File: config.mk
export PLATFORM = sky130hd
export DESIGN_NAME = signed_int_to_decimal_ascii
export DESIGN_NICKNAME = d
export VERILOG_FILES = /design/src/design/sitda_pkg.sv /design/src/design/signed_int_to_decimal_ascii.sv /design/src/design/sitda_bcd_step.sv
export VERILOG_INCLUDE_DIRS = /design/src /design/src/design
export SDC_FILE = /design/constraint.sdc
export NUM_CORES = 1
export LEC_CHECK = 0
export ABC_AREA = 0
export BUFFER_PORTS_ARGS = -buffer_cell sky130_fd_sc_hd__buf_2
export CAP_MARGIN = 20
export CORE_MARGIN = 2
export CORE_UTILIZATION = 35
export CTS_BUF_LIST = sky130_fd_sc_hd__clkbuf_2
export DETAILED_ROUTE_END_ITERATION = 6
export SLEW_MARGIN = 10
export SYNTH_ARGS = -nofsm -noshare
export SYNTH_HDL_FRONTEND = slang
export SYNTH_HIERARCHICAL = 1
export SYNTH_SLANG_ARGS = --single-unit
File: constraint.sdc
create_clock -name clk -period 5.9 [get_ports clk]
set_input_delay 0.885 -clock clk [delete_from_list [all_inputs] [get_ports clk]]
set_output_delay 0.885 -clock clk [all_outputs]
set_load 0.01 [all_outputs]
File: src/design/signed_int_to_decimal_ascii_macros.svh
// Assertion macros shared by the signed integer to decimal text block.
`ifndef SIGNED_INT_TO_DECIMAL_ASCII_MACROS_SVH
`define SIGNED_INT_TO_DECIMAL_ASCII_MACROS_SVH

// Same-cycle implication, checked on clk outside reset.
`define SITDA_ASSERT_NOW(label, ante, cons, msg) \
    label: assert property (@(posedge clk) disable iff (!rst_n) (ante) |-> (cons)) \
        else $error(msg);

// Next-cycle implication, checked on clk outside reset.
`define SITDA_ASSERT_NEXT(label, ante, cons, msg) \
    label: assert property (@(posedge clk) disable iff (!rst_n) (ante) |=> (cons)) \
        else $error(msg);

`endif

File: src/design/sitda_pkg.sv
// Shared types and constants of the signed integer to decimal text block.
package sitda_pkg;

    localparam int STEP_BITS = 2;
    localparam int DIGIT_W   = 4;
    localparam int CHAR_W    = 6;

    typedef logic [DIGIT_W-1:0] digit_t;
    typedef logic [CHAR_W-1:0]  char_t;

    localparam digit_t ADJ_THRESHOLD = 4'd5;
    localparam digit_t ADJ_OFFSET    = 4'd3;

    localparam char_t CH_ZERO  = 6'd48;
    localparam char_t CH_MINUS = 6'd45;
    localparam char_t CH_NINE  = 6'd57;

endpackage

File: src/design/signed_int_to_decimal_ascii.sv
// Signed integer to decimal ASCII text, one character per output beat.
// An item holds the block (item_stall high) from acceptance until its last character is loaded,
// output stalls included, so no new value is taken before then.
// The first character leaves later for shorter numbers, which have more leading zero digits to skip.
// The rate is set by the shift/add-3 unit (two bits per pass) and one character per unstalled cycle out.
// Reset (rst_n low, asynchronous) returns the sequencer to idle and empties the output register.
module signed_int_to_decimal_ascii #(
    parameter int VALUE_WIDTH = 32
) (
    input  logic                          clk,
    input  logic                          rst_n,
    input  logic                          item_valid,
    output logic                          item_stall,
    input  logic signed [VALUE_WIDTH-1:0] value,
    output logic                          text_valid,
    input  logic                          text_stall,
    output sitda_pkg::char_t              character,
    output logic                          last
);
    import sitda_pkg::*;

    // Magnitude width padded to a whole number of bits per pass.
    localparam int MAG_W      = VALUE_WIDTH + (VALUE_WIDTH % STEP_BITS);
    localparam int STEPS      = MAG_W / STEP_BITS;
    // Enough digits for 2^(VALUE_WIDTH-1) at the default width, though not at every width.
    localparam int NUM_DIGITS = (VALUE_WIDTH * 3) / 10 + 1;
    localparam int BCD_W      = NUM_DIGITS * DIGIT_W;
    localparam int CNT_MAX    = (STEPS > NUM_DIGITS) ? STEPS - 1 : NUM_DIGITS - 1;
    localparam int CNT_W      = $clog2(CNT_MAX + 1);

    typedef enum logic [2:0] {
        ST_IDLE,
        ST_CONV,
        ST_SKIP,
        ST_SIGN,
        ST_EMIT
    } state_t;

    state_t           state_reg, state_next;
    logic             neg_reg, neg_next;
    logic [MAG_W-1:0] mag_reg, mag_next;
    logic [BCD_W-1:0] bcd_reg, bcd_next;
    logic [CNT_W-1:0] cnt_reg, cnt_next;
    logic             text_valid_reg, text_valid_next;
    char_t            character_reg, character_next;
    logic             last_reg, last_next;

    logic [VALUE_WIDTH-1:0] value_bits;
    logic [VALUE_WIDTH-1:0] abs_value;
    logic [BCD_W-1:0]       step_bcd;
    digit_t                 top_digit;
    logic                   out_free;

    // Two's complement magnitude; the most negative value maps to 2^(VALUE_WIDTH-1).
    assign value_bits = value;
    assign abs_value  = value_bits[VALUE_WIDTH-1] ? (VALUE_WIDTH'(0) - value_bits) : value_bits;

    assign top_digit = bcd_reg[BCD_W-1 -: DIGIT_W];

    // The output register may load when empty or when its beat leaves this cycle.
    assign out_free = !text_valid_reg || !text_stall;

    // Shared conversion unit: consumes the top STEP_BITS of the magnitude each pass.
    sitda_bcd_step #(
        .NUM_DIGITS (NUM_DIGITS)
    ) u_bcd_step (
        .bcd_in  (bcd_reg),
        .bits_in (mag_reg[MAG_W-1 -: STEP_BITS]),
        .bcd_out (step_bcd)
    );

    always_comb
    begin
        state_next      = state_reg;
        neg_next        = neg_reg;
        mag_next        = mag_reg;
        bcd_next        = bcd_reg;
        cnt_next        = cnt_reg;
        // drop the held beat once it is taken
        text_valid_next = text_valid_reg && text_stall;
        character_next  = character_reg;
        last_next       = last_reg;

        unique case (state_reg)
            ST_IDLE:
            begin
                if (item_valid)
                begin
                    neg_next   = value_bits[VALUE_WIDTH-1];
                    mag_next   = MAG_W'(abs_value);
                    bcd_next   = '0;
                    cnt_next   = CNT_W'(STEPS - 1);
                    state_next = ST_CONV;
                end
            end
            ST_CONV:
            begin
                // advance the binary word through the shift/add-3 unit
                bcd_next = step_bcd;
                mag_next = mag_reg << STEP_BITS;
                if (cnt_reg == '0)
                begin
                    cnt_next   = CNT_W'(NUM_DIGITS - 1);
                    state_next = ST_SKIP;
                end
                else
                begin
                    cnt_next = cnt_reg - CNT_W'(1);
                end
            end
            ST_SKIP:
            begin
                // drop leading zero digits, but always keep the units digit
                if (top_digit == '0 && cnt_reg != '0)
                begin
                    bcd_next = bcd_reg << DIGIT_W;
                    cnt_next = cnt_reg - CNT_W'(1);
                end
                else
                begin
                    state_next = neg_reg ? ST_SIGN : ST_EMIT;
                end
            end
            ST_SIGN:
            begin
                if (out_free)
                begin
                    text_valid_next = 1'b1;
                    character_next  = CH_MINUS;
                    last_next       = 1'b0;
                    state_next      = ST_EMIT;
                end
            end
            ST_EMIT:
            begin
                if (out_free)
                begin
                    text_valid_next = 1'b1;
                    character_next  = CH_ZERO + CHAR_W'(top_digit);
                    last_next       = (cnt_reg == '0);
                    bcd_next        = bcd_reg << DIGIT_W;
                    if (cnt_reg == '0)
                    begin
                        state_next = ST_IDLE;
                    end
                    else
                    begin
                        cnt_next = cnt_reg - CNT_W'(1);
                    end
                end
            end
            default:
            begin
                state_next = ST_IDLE;
            end
        endcase
    end

    always_ff @(posedge clk or negedge rst_n)
    begin
        if (!rst_n)
        begin
            state_reg      <= ST_IDLE;
            neg_reg        <= 1'b0;
            mag_reg        <= '0;
            bcd_reg        <= '0;
            cnt_reg        <= '0;
            text_valid_reg <= 1'b0;
            character_reg  <= CH_ZERO;
            last_reg       <= 1'b0;
        end
        else
        begin
            state_reg      <= state_next;
            neg_reg        <= neg_next;
            mag_reg        <= mag_next;
            bcd_reg        <= bcd_next;
            cnt_reg        <= cnt_next;
            text_valid_reg <= text_valid_next;
            character_reg  <= character_next;
            last_reg       <= last_next;
        end
    end

    assign item_stall = (state_reg != ST_IDLE);
    assign text_valid = text_valid_reg;
    assign character  = character_reg;
    assign last       = last_reg;

`include "signed_int_to_decimal_ascii_macros.svh"

    `SITDA_ASSERT_NOW(a_char_range, text_valid,
        (character == CH_MINUS) || ((character >= CH_ZERO) && (character <= CH_NINE)),
        "character outside minus sign and digit codes")

    `SITDA_ASSERT_NOW(a_sign_not_last, text_valid && (character == CH_MINUS), !last,
        "minus sign marked as last character")

    `SITDA_ASSERT_NEXT(a_last_ends_item,
        (state_reg == ST_EMIT) && out_free && (cnt_reg == '0),
        (state_reg == ST_IDLE) && text_valid && last,
        "final digit did not close the item")

endmodule

File: src/design/sitda_bcd_step.sv
// Shift and add-3 unit: folds STEP_BITS binary bits into a packed BCD word.
module sitda_bcd_step #(
    parameter int NUM_DIGITS = 10
) (
    input  logic [NUM_DIGITS*sitda_pkg::DIGIT_W-1:0] bcd_in,
    input  logic [sitda_pkg::STEP_BITS-1:0]          bits_in,
    output logic [NUM_DIGITS*sitda_pkg::DIGIT_W-1:0] bcd_out
);
    import sitda_pkg::*;

    localparam int BCD_W = NUM_DIGITS * DIGIT_W;

    logic [BCD_W-1:0] work;

    always_comb
    begin
        work = bcd_in;
        for (int s = 0; s < STEP_BITS; s++)
        begin
            // adjust every digit that would overflow on doubling
            for (int d = 0; d < NUM_DIGITS; d++)
            begin
                if (work[d*DIGIT_W +: DIGIT_W] >= ADJ_THRESHOLD)
                begin
                    work[d*DIGIT_W +: DIGIT_W] = work[d*DIGIT_W +: DIGIT_W] + ADJ_OFFSET;
                end
            end
            // shift in the next binary bit, most significant first
            work = {work[BCD_W-2:0], bits_in[STEP_BITS-1-s]};
        end
        bcd_out = work;
    end

endmodule

== Word level (Yosys, flattened, before mapping) ==
Index checks and enable logic that the tools add are counted.

* Output and inout port bits: 9
* Register bits: 88
* Input bits: 36
* Word-level logic and storage cells: 132

* Reductions and logical operators: 20
* $lt $le $gt $ge: 20
* Equal/unequal tests: 12
* Add/sub/neg operators: 23
* Muxes and demuxes: 49

{| class="wikitable"
|+ Operators by type and width
! kind !! count
|-
| $pmux W40 S4 || 1
|-
| $mux W40 || 3
|-
| $mux W4 || 23
|-
| $ge A4 B3 Y1 const B || 20
|-
| $add A4 B2 Y4 const B || 18
|-
| $mux W32 || 2
|-
| $pmux W32 S2 || 1
|-
| $sub A1 B32 Y32 const A || 1
|-
| $mux W3 || 9
|-
| $ne A2 B2 Y1 const B || 8
|-
| $pmux W4 S4 || 1
|-
| $pmux W3 S5 || 1
|-
| $mux W6 || 2
|-
| $pmux W6 S2 || 1
|-
| $logic_not A4 Y1 || 2
|-
| $reduce_bool A4 Y1 || 2
|-
| $add A3 B2 Y3 const B || 2
|-
| $add A5 B5 Y6 const A || 1
|-
| $eq A3 B2 Y1 const B || 2
|-
| $reduce_and A6 Y1 || 1
|-
| $reduce_and A5 Y1 || 1
|-
| $mux W1 || 4
|-
| $reduce_and A2 Y1 || 2
|-
| $reduce_and A4 Y1 || 1
|-
| other kinds (12) || 15
|}

== Logic depth before layout (Yosys ltp) ==
Gate-level depths: netlist of the first run.

* Word-level depth: 5
* Gate-level depth with buffers: 12
* Depth with buffers taken out: 12

== By module ==
Netlist of the first run, hierarchy kept.

{| class="wikitable"
|+ By module, submodules not included
! module !! sequential area each (µm²) !! times used !! area each (µm²) !! cells each
|-
| signed_int_to_decimal_ascii || 2178.3 || 1 || 4670.7 || 520
|-
| sitda_bcd_step || 0.0 || 1 || 1773.0 || 255
|}

== Worst setup path after synthesis of the first run ==
Ideal clock, no wire load.

* Path kind: input-to-reg
* Start point: in value[6]
* End point: reg mag_reg[22]
* Path slack: 3408 ps
* Path buffers: 0
* Required time: 5763 ps
* Stages on the path: 5
* Setup time: 137 ps
* Arrival time: 2355 ps
* Path through: nor4_1 nand4_1 o41ai_1 xor2_1 a21oi_1

* Cells in the longest elaborated chain, start to end: 4

{| class="wikitable"
|+ RTL lines
! what !! line !! source
|-
| start, declared || signed_int_to_decimal_ascii.sv:14 || <nowiki>input logic signed [VALUE_WIDTH-1:0] value,</nowiki>
|-
| $sub A1 B32 Y32 || signed_int_to_decimal_ascii.sv:56 || <nowiki>assign abs_value = value_bits[VALUE_WIDTH-1] ? (VALUE_WIDTH'(0) - value_bits) : value_bits;</nowiki>
|-
| $mux W32 || signed_int_to_decimal_ascii.sv:56 ||
|-
| $mux W32 || signed_int_to_decimal_ascii.sv:87 || <nowiki>if (item_valid)</nowiki>
|-
| $pmux W32 S2 || signed_int_to_decimal_ascii.sv:84 || <nowiki>unique case (state_reg)</nowiki>
|-
| end signal, assigned || signed_int_to_decimal_ascii.sv:176 || <nowiki>mag_reg <= mag_next;</nowiki>
|-
| end, declared || signed_int_to_decimal_ascii.sv:41 || <nowiki>logic [MAG_W-1:0] mag_reg, mag_next;</nowiki>
|}

Every way passes these cells. The select of a mux whose other input is x is not followed.
A chain may end at the register's enable or synchronous reset.

== Worst setup path in the final report of the first run ==
* Start point: reg state_reg[0]
* End point: out item_stall

* Cells in the longest elaborated chain, start to end: 1

{| class="wikitable"
|+ RTL lines
! what !! line !! source
|-
| start, declared || signed_int_to_decimal_ascii.sv:39 || <nowiki>state_t state_reg, state_next;</nowiki>
|-
| start signal, assigned || signed_int_to_decimal_ascii.sv:174 || <nowiki>state_reg <= state_next;</nowiki>
|-
| $reduce_bool A3 Y1 || signed_int_to_decimal_ascii.sv:185 || <nowiki>assign item_stall = (state_reg != ST_IDLE);</nowiki>
|-
| end, declared || signed_int_to_decimal_ascii.sv:13 || <nowiki>output logic item_stall,</nowiki>
|}

Every way passes these cells.

==> results of run 1 <==
[path summary, 6_finish.rpt]
path | to | slack (ps) | cells after the start
min | mag_reg[13] | 130 | 1
max reg2reg | bcd_reg[1] | 3280 | 5
min in group clk | mag_reg[6] | 510 | 2
max | item_stall | 3260 | 3
max in group asynchronous | bcd_reg[13] | 4610 | 2
min reg2reg | mag_reg[6] | 510 | 2
[critical path, cell delays in order (launching register included)]
cell     delay (ps)
dfrtp_1         620
nor3_1          370
inv_1            60
buf_2           140
[area by class of cell]
type | instances | area (µm²) | share of cell area
antenna | 1 | 2.50 | 0.000363
clock inverter | 4 | 15.0 | 0.00218
multi-input combinational | 616 | 3960 | 0.574
clock buffer | 12 | 60.1 | 0.00870
tap | 229 | 287 | 0.0415
timing repair buffer | 48 | 263 | 0.0381
sequential | 87 | 2180 | 0.316
inverter | 36 | 135 | 0.0196
[per-layer routing]
| metal | up-vias | track usage | wire, µm |
|---|---|---|---|
| met5 | - | 0 | 0 |
| met4 | 0 | 0.0411 | 179 |
| met2 | 84 | 0.233 | 6180 |
| met3 | 12 | 0.0217 | 413 |
| li1 | 2857 | - | - |
| met1 | 2566 | 0.196 | 7200 |
[synthesized netlist by cell type, drive strengths merged (4+ instances only)]
library cell  instances
a21oi                65
o22ai                18
o41ai                 7
and3                 11
nand3                19
o21a                  5
inv                  36
dfrtp                86
nor2                 27
nor3                  6
o31ai                 7
nor3b                17
nand2b               26
nand2                96
mux2                  9
or3                  12
a22oi                42
ha                   24
nand4                 4
mux2i                11
buf                   9
a22o                  5
nor4                  6
xnor2                25
xor2                 25
or2                   7
clkbuf               27
o21ai                90
a31oi                 6
or4                   4
o211ai                4
a21boi                5
[through the flow]
step	setup WS, ps	instances	area (µm²)	hold WS, ps	utilization
floorplan	3410	775	6440	442	-
global placement	2910	1015	6810	461	0.378
detailed placement	2890	1015	6810	470	0.378
CTS	3220	1031	6880	87.1	0.382
global route	3020	1033	6900	76.3	0.383
finish	3260	1033	6900	129	0.383
[cell families (layout without fill, tap and decap cells)]
group	count (synthesis)	count (layout)	synth area share
other	1	2	0.000582
XOR/XNOR	50	50	0.0680
buffers and inverters	72	100	0.0491
AND/OR/NAND/NOR	244	244	0.192
AO/OA/AOI/OAI	277	277	0.273
adder cells (fa/ha/maj)	24	24	0.0466
multiplexers	20	20	0.0328
flip-flops	87	87	0.338
[placed cells by master, fill, tap and decap left out, types with 12 or more instances in the layout]
master and instances:
nor3b_1 17, nand2_1 96, xor2_1 25, xnor2_1 25, buf_2 42, clkbuf_2 12, o21ai_1 21, o22ai_1 18
ha_1 24, o21ai_0 67, inv_1 36, nand3_1 19, or3_1 12, nand2b_1 24, dfrtp_1 86, a21oi_1 57
nor2_1 25, a22oi_1 42
[power groups by stage]
stage	Sequential [µW]	Combinational (µW)	Clock, µW
2_1_floorplan	1070	2020	0
3_3_place_gp	1150	2340	0
3_5_place_dp	1150	2380	0
4_1_cts	1140	2390	265
5_1_grt	1180	2760	286
6_report	1130	2400	253
==> results.py, run 1 <==
metrics = {
    "floorplan": {
        "start_util": 0.357,
        "io_pins": 45,
        "rows": 49,
        "dieArea_mm2": 0.0195,
        "fp.dieW_um": 140,
        "core_mm2": 0.0180,
        "die_h_um": 140,
    },
    "timing": {
        "period_share": 0.448,
        "finClkSkew_ps": 23.7,
        "max_slew_margin": 0.344,
        "finalCriticalPeriod_ps": 2640,
        "rsz0062_at_grt": "false",
        "slew_violations": 0,
        "tightestPinTransition_ps": 982,
        "max_freq_mhz": 379,
        "setup_viol": 0,
        "tns_ps": 0,
        "final_hold_viol_count": 0,
    },
    "power_and_ir_drop": {
        "sequentialPowerShare": 0.299,
        "power.leakage_uw": 0.00286,
        "power.density_mw_per_mm2": 549,
        "peakVddDrop_mv": 0.291,
        "finalPower_uw": 3790,
        "p_sw_uw": 1830,
        "intPower_uw": 1960,
        "switching_share": 0.484,
        "pwr-share-comb": 0.634,
        "clock_power_share": 0.067,
    },
    "setup_path": {
        "path_class": "flip-flop to output port",
        "crit_required_ps": 5020,
        "cp-start-kind": "flip-flop",
        "crit_path_start": "state_reg[0]",
        "worstSetupEndpointType": "output port",
        "cp_max_fo": 17,
        "arrival_ps": 1760,
        "reg2reg_from": "state_reg[0]",
    },
    "cts": {
        "cts.sinks": 87,
        "cts.clk_slew.worst_paths_ps": 220,
        "worstSkewPairLatency_ps": 580,
        "cts_tree": "yes",
        "htreeDepth": 3,
        "hold_buffers": 0,
        "postCtsResizedCells": 0,
        "cts_buffer_depth": 2,
        "cts-root-buf": "clkbuf_2",
        "cts_made_buffers": 9,
        "post_cts_buffers": 0,
    },
    "worst_hold_path": {
        "holdCritPathClass": "primary input to asynchronous set/reset pin",
    },
    "logic_synthesis": {
        "synthTopCellsByArea": "dfrtp_1 (33%), nand2_1 (5.6%), o21ai_0 (5.2%), a22oi_1 (4.9%), ha_1 (4.7%)",
        "yosysSeqAreaShare": 0.338,
        "synth-edff-count": 0,
        "async_flop_share": 1.00,
        "syn-num-nets": 835,
        "yosysTopAreaCellShare": 0.334,
        "yosys_warnings": 6,
        "yosysTopAreaCell": "dfrtp_1",
        "ys.flop_type": "dfrtp_1",
        "synth_seq_cells": 87,
        "syn_area_per_cell_um2": 8.31,
        "syn_inst": 775,
        "netlist_area_mm2": 0.00644,
        "post_synth_num_cell_types": 63,
    },
    "route": {
        "ant_nets": 0,
        "drt-wirelength-per-cell_um": 13.5,
        "vias_per_cell": 5.34,
        "dr.pass1.iters": 5,
        "wl_um": 14000,
        "drc": 0,
        "drt-initial-drc-count": 370,
        "vias": 5519,
    },
    "global_route": {
        "grt_pass1_vias": 5056,
        "grt_max_degree": 77,
        "grtUsageTotal": 0.142,
        "grt.overflow.total": 0,
        "grt_pass1_wl_um": 23600,
        "antenna_found_initial": 1,
    },
    "placement": {
        "dp_hpwl_um": 9510,
        "gp_congestion": 0.809,
        "port_buffers": 43,
    },
    "finish": {
        "largest_reg_flops": 40,
        "num-nets-final": 858,
        "fillers": 1916,
        "drive_above_1_share": 0.115,
        "syn_to_final_growth_pct": 7.09,
    },
    "job": {
        "maxCapViolations": 0,
    },
    "run_status": {
        "status": "complete, no violations",
    },
}
Note: power is estimated with default switching activity, not from simulation.
==> run 2, diff against run 1 <==
==> constraint.sdc (replaced) <==
create_clock -name clk -period 2.4 [get_ports clk]
set_input_delay 0.36 -clock clk [delete_from_list [all_inputs] [get_ports clk]]
set_output_delay 0.36 -clock clk [all_outputs]
set_load 0.01 [all_outputs]
==> results.py, run 2 (same netlist as run 1, synthesis figures left out) <==
metrics = {
    "global_route": {
        "use_met1": 0.200,
        "antenna_found_initial": 1,
        "grtUsageTotal": 0.145,
        "grt_pass1_vias": 5123,
        "met3_usage": 0.0268,
        "grt_max_degree": 63,
        "gr-usage-met2": 0.232,
        "grt.overflow.total": 0,
        "grt_pass1_wl_um": 24000,
        "top_usage_layer": "met2",
    },
    "finish": {
        "drive_above_1_share": 0.156,
        "layout_common_cells": "nand2_1 (96), dfrtp_1 (82), o21ai_0 (66)",
        "num-nets-final": 882,
        "mostFrequentLayoutCell": "nand2_1",
        "fin_cells": 1057,
        "largest_reg_flops": 40,
        "syn_to_final_growth_pct": 12.1,
        "fin_area_mm2": 0.00722,
        "fillers": 1914,
    },
    "job": {
        "maxCapViolations": 0,
    },
    "floorplan": {
        "die_h_um": 140,
        "core_mm2": 0.0180,
        "fp.dieW_um": 140,
        "io_pins": 45,
        "rows": 49,
        "start_util": 0.357,
        "dieArea_mm2": 0.0195,
    },
    "timing": {
        "rsz0062_at_grt": "true",
        "setup_viol": 0,
        "slew_violations": 0,
        "tns_ps": 0,
        "finClkSkew_ps": 18.1,
        "setup_ws_ps": 111,
        "final_hold_viol_count": 0,
        "period_share": 0.954,
        "max_freq_mhz": 437,
        "finalCriticalPeriod_ps": 2290,
    },
    "power_and_ir_drop": {
        "p_sw_uw": 4540,
        "power.leakage_uw": 0.00302,
        "clock_power_share": 0.087,
        "switching_share": 0.463,
        "peakVddDrop_mv": 0.481,
        "finalPower_uw": 9790,
        "power.density_mw_per_mm2": 1360,
        "intPower_uw": 5250,
        "pwr-share-comb": 0.635,
        "sequentialPowerShare": 0.277,
    },
    "worst_hold_path": {
        "holdCritPathClass": "primary input to flip-flop",
        "holdPathStages": 3,
    },
    "setup_path": {
        "cp-start-kind": "flip-flop",
        "worst_r2r_path_depth": 12,
        "crit_required_ps": 2950,
        "cp_max_fo": 6,
        "worstSetupEndpointType": "flip-flop",
        "arrival_ps": 2840,
        "path_class": "flip-flop to flip-flop",
    },
    "route": {
        "drt-wirelength-per-cell_um": 13.1,
        "wl_um": 13900,
        "vias_per_cell": 5.27,
        "drt-initial-drc-count": 309,
        "drc": 0,
        "dr.pass1.iters": 5,
        "vias": 5573,
        "ant_nets": 0,
    },
    "cts": {
        "cts.clk_slew.worst_paths_ps": 230,
        "cts_tree": "yes",
        "cts-root-buf": "clkbuf_2",
        "cts_made_buffers": 9,
        "htreeDepth": 3,
        "cts.sinks": 87,
        "cts_buffer_depth": 2,
        "worstSkewPairLatency_ps": 590,
    },
    "placement": {
        "place_inst": 1038,
        "port_buffers": 43,
        "placed_area_mm2": 0.00703,
        "dp_worst_setup_slack_ps": 76.3,
        "gp_congestion": 0.777,
        "dp_hpwl_um": 9850,
    },
    "run_status": {
        "status": "complete, no violations",
    },
}
run 2: cell types whose count changed in the layout (fill, tap and decap cells not counted), moves of 3 or more:
cell | before | now
a21oi_1 | 57 | 54
dfrtp_1 | 86 | 82
clkbuf_2 | 12 | 9
buf_4 | 5 | 25
a21oi_2 | 6 | 9
buf_12 | 0 | 4
clkinv_1 | 4 | 1
dfrtp_2 | 0 | 4
clkinv_2 | 0 | 3
run 2: stage by stage:
stage	hold WS, ps	util
after global placement	291	0.390
after global routing	3.80	0.401
after detailed placement	290	0.390
after floorplan	64.4	-
final	61.7	0.401
after CTS	9.39	0.398
run 2: repair_timing:
| action | CTS | global route |
|---|---|---|
| hold buffers | 1 | 0 |
| resized for setup | 0 | 13 |
| setup endpoints to repair | 0 | 11 |
| hold endpoints to repair | 77 | 0 |
| setup buffers | 0 | 1 |
run 2: path summary, 6_finish.rpt:
path                              from     endpoint  slack (ps)
min in group asynchronous        rst_n  mag_reg[11]         180
hold / removal                value[0]   mag_reg[0]          60
max in group asynchronous        rst_n  bcd_reg[16]        1570
setup / recovery           bcd_reg[32]  bcd_reg[38]         110
hold reg to reg             mag_reg[6]   mag_reg[8]         500
setup reg to reg           bcd_reg[32]  bcd_reg[38]         110
run 2: layer usage:
layer,vias to the layer above,wire (µm)
met4,0,169
li1,2909,-
met5,-,0
met3,12,365
met2,66,6240
met1,2586,7070
run 2: cell type report:
type                    count  area (µm²)  area share
multi-input cells         616        3990       0.553
flip-flops and latches     87        2180       0.302
repair buffers             72         488      0.0676
well taps                 229         287      0.0397
inverters                  36         135      0.0187
clock inverters             7        87.6      0.0121
clock buffers               9        45.0     0.00624
diodes                      1        2.50    0.000347
run 2: critical path: stages, from the launching register on:
cell      delay (ps)
dfrtp_2          490
inv_1            100
ha_2             220
nand2b_4          70
nor3b_1          130
a21oi_1          190
inv_1            100
ha_1             180
nand2b_1         150
a21boi_2         190
mux2i_1          210
a22oi_1           90
o21ai_1          120
run 2: power groups by stage:
stage          clock, µW  combinational, µW  sequential (µW)
6_report             854               6220             2720
5_1_grt              966               7130             2820
4_1_cts              893               6220             2710
3_5_place_dp           0               6190             2740
3_3_place_gp           0               6110             2740
2_1_floorplan          0               4960             2630
